--- config.mk ---
export PLATFORM = sky130hd
export DESIGN_NAME = bresenham_line_color_gradient_top
export DESIGN_NICKNAME = d
export VERILOG_FILES = /design/src/design/blcg_pkg.sv /design/src/design/blcg_front.sv /design/src/design/blcg_back.sv /design/src/design/bresenham_line_color_gradient_top.sv
export SDC_FILE = /design/constraint.sdc
export NUM_CORES = 2
export LEC_CHECK = 0
export BUFFER_PORTS_ARGS = -buffer_cell sky130_fd_sc_hd__buf_4
export CAP_MARGIN = 20
export CORE_MARGIN = 5
export CORE_UTILIZATION = 40
export CTS_CLUSTER_SIZE = 12
export DETAILED_ROUTE_END_ITERATION = 8
export GPL_TIMING_DRIVEN = 0
export SKIP_CTS_REPAIR_TIMING = 1
export SYNTH_ARGS = -nofsm -noshare
export SYNTH_HDL_FRONTEND = slang
export SYNTH_SLANG_ARGS = --single-unit
--- constraint.sdc ---
create_clock -name i_clk -period 10.95 [get_ports i_clk]
set_input_delay 2.19 -clock i_clk [delete_from_list [all_inputs] [get_ports i_clk]]
set_output_delay 2.19 -clock i_clk [all_outputs]
set_load 0.01 [all_outputs]
--- src/design/blcg_pkg.sv ---
// ============================================================================
// Line rasterizer package
// Shared widths, payload structs and the queue entry type for the rasterizer.
// ============================================================================
package blcg_pkg;

    localparam int COORD_BITS_DEF = 16;
    localparam int COLOR_BITS     = 24;
    localparam int CHAN_BITS      = 8;

    localparam logic KIND_LOAD = 1'b0;
    localparam logic KIND_STEP = 1'b1;

    // Input word at the default coordinate width.
    typedef struct packed {
        logic                             kind;
        logic signed [COORD_BITS_DEF-1:0] start_x;
        logic signed [COORD_BITS_DEF-1:0] start_y;
        logic signed [COORD_BITS_DEF-1:0] end_x;
        logic signed [COORD_BITS_DEF-1:0] end_y;
        logic [COLOR_BITS-1:0]            start_color;
        logic [COLOR_BITS-1:0]            end_color;
    } t_in_word;

    // Output word at the default coordinate width.
    typedef struct packed {
        logic signed [COORD_BITS_DEF-1:0] pixel_x;
        logic signed [COORD_BITS_DEF-1:0] pixel_y;
        logic [COLOR_BITS-1:0]            pixel_color;
        logic                             last;
    } t_out_word;

endpackage

--- src/design/blcg_front.sv ---
// ============================================================================
// Line rasterizer front end
// Accepts input words and queues them in a two-entry queue for the back end,
// which decides whether a step word belongs to an active line.
// ============================================================================
module blcg_front (
    input  logic                i_clk,
    input  logic                i_rst_n,
    input  logic                i_valid,
    output logic                o_stall,
    input  blcg_pkg::t_in_word  i_word,
    output logic                o_q_valid,
    input  logic                i_q_pop,
    output blcg_pkg::t_in_word  o_q_word
);

    blcg_pkg::t_in_word r_q [2];
    logic               r_rd;
    logic               r_wr;
    logic [1:0]         r_cnt;
    logic               push;
    logic               pop;

    assign o_stall   = (r_cnt == 2'd2);
    assign pop       = i_q_pop && (r_cnt != 2'd0);
    // Every accepted word is queued; stray steps are discarded by the back end,
    // which knows whether the line before them has ended.
    assign push      = i_valid && !o_stall;
    assign o_q_valid = (r_cnt != 2'd0);
    assign o_q_word  = r_q[r_rd];

    // Queue storage.
    always_ff @(posedge i_clk) begin
        if (push) begin
            r_q[r_wr] <= i_word;
        end
    end

    // Queue pointers and fill count.
    always_ff @(posedge i_clk) begin
        if (!i_rst_n) begin
            r_rd   <= 1'b0;
            r_wr   <= 1'b0;
            r_cnt  <= 2'd0;
        end else begin
            if (push) begin
                r_wr <= ~r_wr;
            end
            if (pop) begin
                r_rd <= ~r_rd;
            end
            r_cnt <= r_cnt + {1'b0, push} - {1'b0, pop};
        end
    end

endmodule

--- src/design/blcg_back.sv ---
// ============================================================================
// Line rasterizer back end
// Carries out loads and Bresenham steps and blends each pixel color with a
// shared serial divider, one quotient bit per cycle over three channels.
// ============================================================================
module blcg_back (
    input  logic                i_clk,
    input  logic                i_rst_n,
    input  logic                i_q_valid,
    output logic                o_q_pop,
    input  blcg_pkg::t_in_word  i_q_word,
    output logic                o_valid,
    input  logic                i_stall,
    output blcg_pkg::t_out_word o_word
);

    localparam int CB = blcg_pkg::COORD_BITS_DEF;
    localparam int DB = CB + 1;
    localparam int EB = CB + 3;
    localparam int QB = 9;
    localparam int PB = DB + 8;

    typedef enum logic [1:0] {S_IDLE, S_DIV, S_OUT} t_state;

    t_state                r_state;
    logic                  r_active;
    logic signed [CB-1:0]  r_cur_x, r_cur_y, r_goal_x, r_goal_y;
    logic [CB-1:0]         r_dx, r_dy;
    logic                  r_sxn, r_syn;
    logic signed [EB-1:0]  r_err;
    logic [DB-1:0]         r_dist, r_total;
    logic [23:0]           r_ca, r_cb;
    logic [1:0]            r_ch;
    logic [3:0]            r_bit;
    logic [PB-1:0]         r_rem;
    logic [QB-1:0]         r_quo;
    logic [23:0]           r_color;
    logic                  r_out_v;
    blcg_pkg::t_out_word   r_out;

    // Load decode.
    logic signed [CB-1:0]  sx, sy, ex, ey;
    logic [CB-1:0]         ldx, ldy;
    logic signed [EB-1:0]  e2, ndy, sdx;
    logic                  mv_x, mv_y;
    logic [7:0]            ca_ch, cb_ch, mag;
    logic                  neg;
    logic [PB-1:0]         prod;
    logic [PB:0]           trial;
    logic [7:0]            blended;

    assign sx  = i_q_word.start_x[CB-1:0];
    assign sy  = i_q_word.start_y[CB-1:0];
    assign ex  = i_q_word.end_x[CB-1:0];
    assign ey  = i_q_word.end_y[CB-1:0];
    assign ldx = (ex >= sx) ? CB'(ex - sx) : CB'(sx - ex);
    assign ldy = (ey >= sy) ? CB'(ey - sy) : CB'(sy - ey);

    assign e2   = r_err <<< 1;
    assign ndy  = -$signed({{(EB-CB){1'b0}}, r_dy});
    assign sdx  = $signed({{(EB-CB){1'b0}}, r_dx});
    assign mv_x = e2 > ndy;
    assign mv_y = e2 < sdx;

    // Channel blend: remainder holds mag*dist; one restoring step per cycle.
    assign ca_ch   = r_ca[8*r_ch +: 8];
    assign cb_ch   = r_cb[8*r_ch +: 8];
    assign neg     = cb_ch < ca_ch;
    assign mag     = neg ? ca_ch - cb_ch : cb_ch - ca_ch;
    assign prod    = PB'(mag) * PB'(r_dist);
    assign trial   = {1'b0, r_rem} - ({1'b0, r_total, 8'd0} >> (8 - r_bit));
    assign blended = neg ? ca_ch - r_quo[7:0] : ca_ch + r_quo[7:0];

    assign o_q_pop     = (r_state == S_IDLE) && i_q_valid;
    assign o_valid     = r_out_v;
    assign o_word      = r_out;

    // Sequencer: take an item, run the blend, then hand the word to the output; a step with no active line is dropped.
    always_ff @(posedge i_clk) begin
        if (!i_rst_n) begin
            r_state  <= S_IDLE;
            r_active <= 1'b0;
            r_out_v  <= 1'b0;
        end else begin
            if (r_out_v && !i_stall && r_state != S_OUT) begin
                r_out_v <= 1'b0;
            end
            unique case (r_state)
                S_IDLE: begin
                    if (i_q_valid) begin
                        if (i_q_word.kind == blcg_pkg::KIND_LOAD) begin
                            r_dx    <= ldx;
                            r_dy    <= ldy;
                            r_sxn   <= !(sx < ex);
                            r_syn   <= !(sy < ey);
                            r_err   <= EB'($signed({1'b0, ldx})) - EB'($signed({1'b0, ldy}));
                            r_total <= DB'(ldx) + DB'(ldy);
                            r_dist  <= '0;
                            r_cur_x <= sx;
                            r_cur_y <= sy;
                            r_goal_x <= ex;
                            r_goal_y <= ey;
                            r_ca    <= i_q_word.start_color;
                            r_cb    <= i_q_word.end_color;
                            r_ch    <= 2'd0;
                            r_state <= S_DIV;
                            r_bit   <= 4'd9;
                        end else if (r_active) begin
                            if (mv_x) begin
                                r_cur_x <= r_cur_x + (r_sxn ? CB'(-1) : CB'(1));
                            end
                            if (mv_y) begin
                                r_cur_y <= r_cur_y + (r_syn ? CB'(-1) : CB'(1));
                            end
                            r_err  <= r_err - (mv_x ? EB'(r_dy) : '0) + (mv_y ? sdx : '0);
                            r_dist <= r_dist + DB'(mv_x) + DB'(mv_y);
                            r_ch    <= 2'd0;
                            r_state <= S_DIV;
                            r_bit   <= 4'd9;
                        end
                    end
                end
                S_DIV: begin
                    // Bit nine primes the remainder, bits eight to zero divide,
                    // and bit ten stores the blended channel.
                    if (r_bit == 4'd10) begin
                        r_color[8*r_ch +: 8] <= blended;
                        r_bit <= 4'd9;
                        if (r_ch == 2'd2) begin
                            r_state <= S_OUT;
                        end else begin
                            r_ch <= r_ch + 2'd1;
                        end
                    end else if (r_bit == 4'd9) begin
                        r_rem <= prod;
                        r_quo <= '0;
                        r_bit <= 4'd8;
                    end else begin
                        if (!trial[PB]) begin
                            r_rem <= trial[PB-1:0];
                            r_quo <= r_quo | (QB'(1) << r_bit);
                        end
                        if (r_bit == 4'd0) begin
                            r_bit <= 4'd10;
                        end else begin
                            r_bit <= r_bit - 4'd1;
                        end
                    end
                end
                S_OUT: begin
                    if (!r_out_v || !i_stall) begin
                        r_out.pixel_x <= 16'($signed(r_cur_x));
                        r_out.pixel_y <= 16'($signed(r_cur_y));
                        r_out.pixel_color <= (r_total == '0 || r_dist == '0) ? r_ca :
                                             (r_dist >= r_total) ? r_cb : r_color;
                        r_out.last <= (r_cur_x == r_goal_x) && (r_cur_y == r_goal_y);
                        r_active   <= !((r_cur_x == r_goal_x) && (r_cur_y == r_goal_y));
                        r_out_v    <= 1'b1;
                        r_state    <= S_IDLE;
                    end
                end
                default: r_state <= S_IDLE;
            endcase
        end
    end

endmodule

--- src/design/bresenham_line_color_gradient_top.sv ---
// ============================================================================
// Line rasterizer top level
// Bresenham line walker with per-pixel RGB interpolation.
// ============================================================================
// Usage: the input channel takes one word per load or step (kind 0 = load a
// line and emit its first pixel, kind 1 = advance one step). Each load or
// active step yields one output word; steps with no active line are dropped.
// A front end queues words in a two-entry queue; the back end computes.
// An accepted word is taken from the queue, then the shared serial divider
// blends each color channel in turn, one quotient bit per cycle, and the
// output word is registered.
// The back end takes no new word until the output word of the last one is
// registered; a dropped step is popped without computing a pixel.
// Reset clears the line state; no line is active afterwards.
// When the receiver stalls, the output word holds, the back end waits after
// its next pixel, and the input stalls once the queue is full.
// A step is judged in the back end against the line state left by the word
// before it, so a step following the final pixel of a line is dropped.
// ============================================================================
module bresenham_line_color_gradient_top (
    input  logic                i_clk,
    input  logic                i_rst_n,
    input  logic                i_valid,
    output logic                o_stall,
    input  blcg_pkg::t_in_word  i_word,
    output logic                o_valid,
    input  logic                i_stall,
    output blcg_pkg::t_out_word o_word
);

    logic               q_valid;
    logic               q_pop;
    blcg_pkg::t_in_word q_word;

    // Front end: accept and queue.
    blcg_front u_front (
        .i_clk       (i_clk),
        .i_rst_n     (i_rst_n),
        .i_valid     (i_valid),
        .o_stall     (o_stall),
        .i_word      (i_word),
        .o_q_valid   (q_valid),
        .i_q_pop     (q_pop),
        .o_q_word    (q_word)
    );

    // Back end: step and blend.
    blcg_back u_back (
        .i_clk       (i_clk),
        .i_rst_n     (i_rst_n),
        .i_q_valid   (q_valid),
        .o_q_pop     (q_pop),
        .i_q_word    (q_word),
        .o_valid     (o_valid),
        .i_stall     (i_stall),
        .o_word      (o_word)
    );

endmodule
==> results.py <==
metrics = {
    "finish": {
        "final_common_cell": "edfxtp_1",
        "final_cell_mix": "544 x edfxtp_1, 357 x inv_1, 303 x ha_1",
        "syn_to_final_growth_pct": 13.94,
        "drive_above_1_share_pct": 11.81,
        "instances_no_fill": 4837,
        "final_net_count": 4148,
    },
    "logic_synthesis": {
        "yosys_register_bits": 553,
        "yosysSeqAreaShare_pct": 44.78,
        "ys.warnings.count": 0,
        "synth_area_um2": 36880,
        "syn_inst": 3352,
        "synth_flop_cell": "edfxtp_1",
        "ys_types": 90,
        "synthArstFlopShare_pct": 0,
        "syn_nets": 3891,
        "synth_edf_count": 544,
        "syn_avg_cell_area_um2": 11.00,
    },
    "sta": {
        "fin_crit_sh_pct": 90.27,
        "finalHoldViolCount": 0,
        "max_freq_mhz": 101.2,
        "rsz0062_at_grt": "no",
        "tightest_slew_ns": 1.192,
        "fin_skew_ns": 0.06454,
        "max-slew-margin-rel_pct": 20.52,
        "finalMaxSlewViolations": 0,
        "period_needed_ns": 9.884,
        "worst_slack_ns": 1.066,
        "setup_violations": 0,
    },
    "route": {
        "vias": 25940,
        "first_iter_violations": 1855,
        "routedWlPerCell_um": 20.60,
        "drt-total-wl_um": 99660,
        "drtAntennaViolNets": 0,
        "vias_per_cell": 5.363,
        "drtPass1Iterations": 5,
        "drc": 0,
    },
    "flow_run": {
        "maxCapViolCount": 0,
    },
    "worst_setup_path": {
        "slowest_stage": "xor2_1",
        "rr_startpoint": "u_back.r_ch[0]",
        "startpoint_type": "register",
        "crit_type": "register to register",
        "rrSetupSlack_ns": 1.07,
        "required_ns": 11.36,
        "reg2reg_depth": 33,
        "critPathArrivalTime_ns": 10.30,
        "max_stage_delay_ns": 0.66,
        "r2r-end": "u_back.r_rem[22]",
        "cp_max_fo": 10,
        "cp-end-kind": "register",
    },
    "floorplanning": {
        "die-width_um": 313.7,
        "start_util_pct": 40.30,
        "die_area_um2": 98380,
        "rows": 111,
        "die_h_um": 313.7,
        "core_um2": 91520,
        "io_pins": 176,
    },
    "place": {
        "port-buffer-count": 175,
        "routabilityCongestion": 0.9274,
        "place_ws_ns": 1.160,
        "post-dp-hpwl_um": 78150,
        "dpl.cell_count": 4731,
    },
    "cts": {
        "cts_max_level": 2,
        "clk_pin_slew_ns": 0.07,
        "cts_buffer_depth": 3,
        "cts_buffers": 60,
        "cts.sinks": 553,
        "clkLatencyLatePin_ns": 0.67,
        "clockRootBuffer": "clkbuf_16",
        "cts_tree": "done",
    },
    "global_routing": {
        "grt_pass1_wl_um": 151600,
        "gr-usage-all-layers_pct": 19.73,
        "antenna_found_initial": 3,
        "grt_max_degree": 61,
        "grt_pass1_vias": 25710,
        "grt_overflow": 0,
    },
    "worst_hold_path": {
        "hold_class": "register to register",
        "hold_path_depth": 0,
        "min_to": "u_back.o_word[34]",
        "worstHoldStart": "u_back.r_cur_y[9]",
    },
    "status": {
        "status": "finished clean",
    },
}
## how the worst max path moves through the flow
stage                  endpoint      startpoint  depth (start not counted)  slack, ns
2_1_floorplan    u_back.r_ca[0]         i_rst_n                          2       2.56
3_3_place_gp    u_back.r_cb[18]         i_rst_n                          3      -0.93
3_5_place_dp   u_back.r_rem[23]  u_back.r_ch[0]                         34       1.16
4_1_cts        u_back.r_rem[22]  u_back.r_ch[0]                         33       1.11
5_1_grt        u_back.r_rem[23]  u_back.r_ch[0]                         34       0.52
6_report       u_back.r_rem[22]  u_back.r_ch[0]                         33       1.07
## cell type report
class / instances / area [um2]
flip-flops and latches: 553 / 16520
well taps: 1186 / 1484
clock buffers: 74 / 1584
diodes: 1 / 2.502
fillers: 8478 / 49500
multi-input cells: 2318 / 18560
plain buffers: 119 / 481.7
clock inverters: 29 / 340.3
inverters: 362 / 1359
repair buffers: 195 / 1694
## kinds of logic (layout without fill, tap and decap cells)
family | Yosys count | after routing | synth area share, %
buf+inv | 481 | 779 | 4.990
flops | 553 | 553 | 44.78
mux | 177 | 177 | 5.170
simple gates | 823 | 823 | 11.16
compound gates | 687 | 687 | 12.19
xor+xnor | 209 | 209 | 4.963
other cells | 0 | 1 | 0
fa+ha+maj | 422 | 422 | 16.74
## cells in the mapped netlist, drive strengths merged (99+ instances only)
master  number  share of area [%]
a21oi      222                3.0
and2        99                1.7
edfxtp     544                 44
fa         119                6.5
ha         303                 10
inv        359                3.7
mux2i      105                2.8
nand2      173                1.8
nor2       217                2.2
o21ai      142                1.9
xnor2      108                2.6
xor2       101                2.4
## worst max-delay path: cells and delay by family, from the launching register on
family | cells | cell delay (ns)
XOR/XNOR | 2 | 0.76
multiplexers | 2 | 0.56
flip-flops | 1 | 0.44
buffers and inverters | 7 | 2.17
adder cells (fa/ha/maj) | 6 | 2.77
AO/OA/AOI/OAI | 10 | 2.19
AND/OR/NAND/NOR | 6 | 0.71
## registers in the layout, summed over array words and instances, names as in the netlist, 2 cells and up, named ones only
signal           flops
u_back.o_word       57
u_back.r_bit         4
u_back.r_ca         24
u_back.r_cb         24
u_back.r_ch          2
u_back.r_color      24
u_back.r_cur_x      16
u_back.r_cur_y      16
u_back.r_dist       17
u_back.r_dx         16
u_back.r_dy         16
u_back.r_err        18
u_back.r_goal_x     16
u_back.r_goal_y     16
u_back.r_quo         8
u_back.r_rem        25
u_back.r_state       2
u_back.r_total      17
u_front.r_cnt        2
u_front.r_q        226
## layer usage
| layer | GRT usage (%) | up-vias | part of all wire [%] |
|---|---|---|---|
| met2 | 31.61 | 666 | 45 |
| met5 | 0 | - | 0 |
| li1 | - | 12440 | - |
| met4 | 4.368 | 0 | 2.4 |
| met3 | 3.171 | 132 | 5.5 |
| met1 | 28.44 | 12700 | 47 |
## per-stage QoR
step	hold slack (ns)	utilization [%]	area, um2	setup TNS, ns
3_5_place_dp	0.4957	43.79	40080	0
4_1_cts	0.5342	45.90	42010	0
6_report	0.5319	45.91	42020	0
2_1_floorplan	0.4726	-	36880	0
5_1_grt	0.5429	45.91	42020	0
3_3_place_gp	0.4899	43.35	39680	-123.49
Power is left out: the tool's default activity adds up to more than one toggle a clock period on the data nets, which glitch-free logic cannot reach.
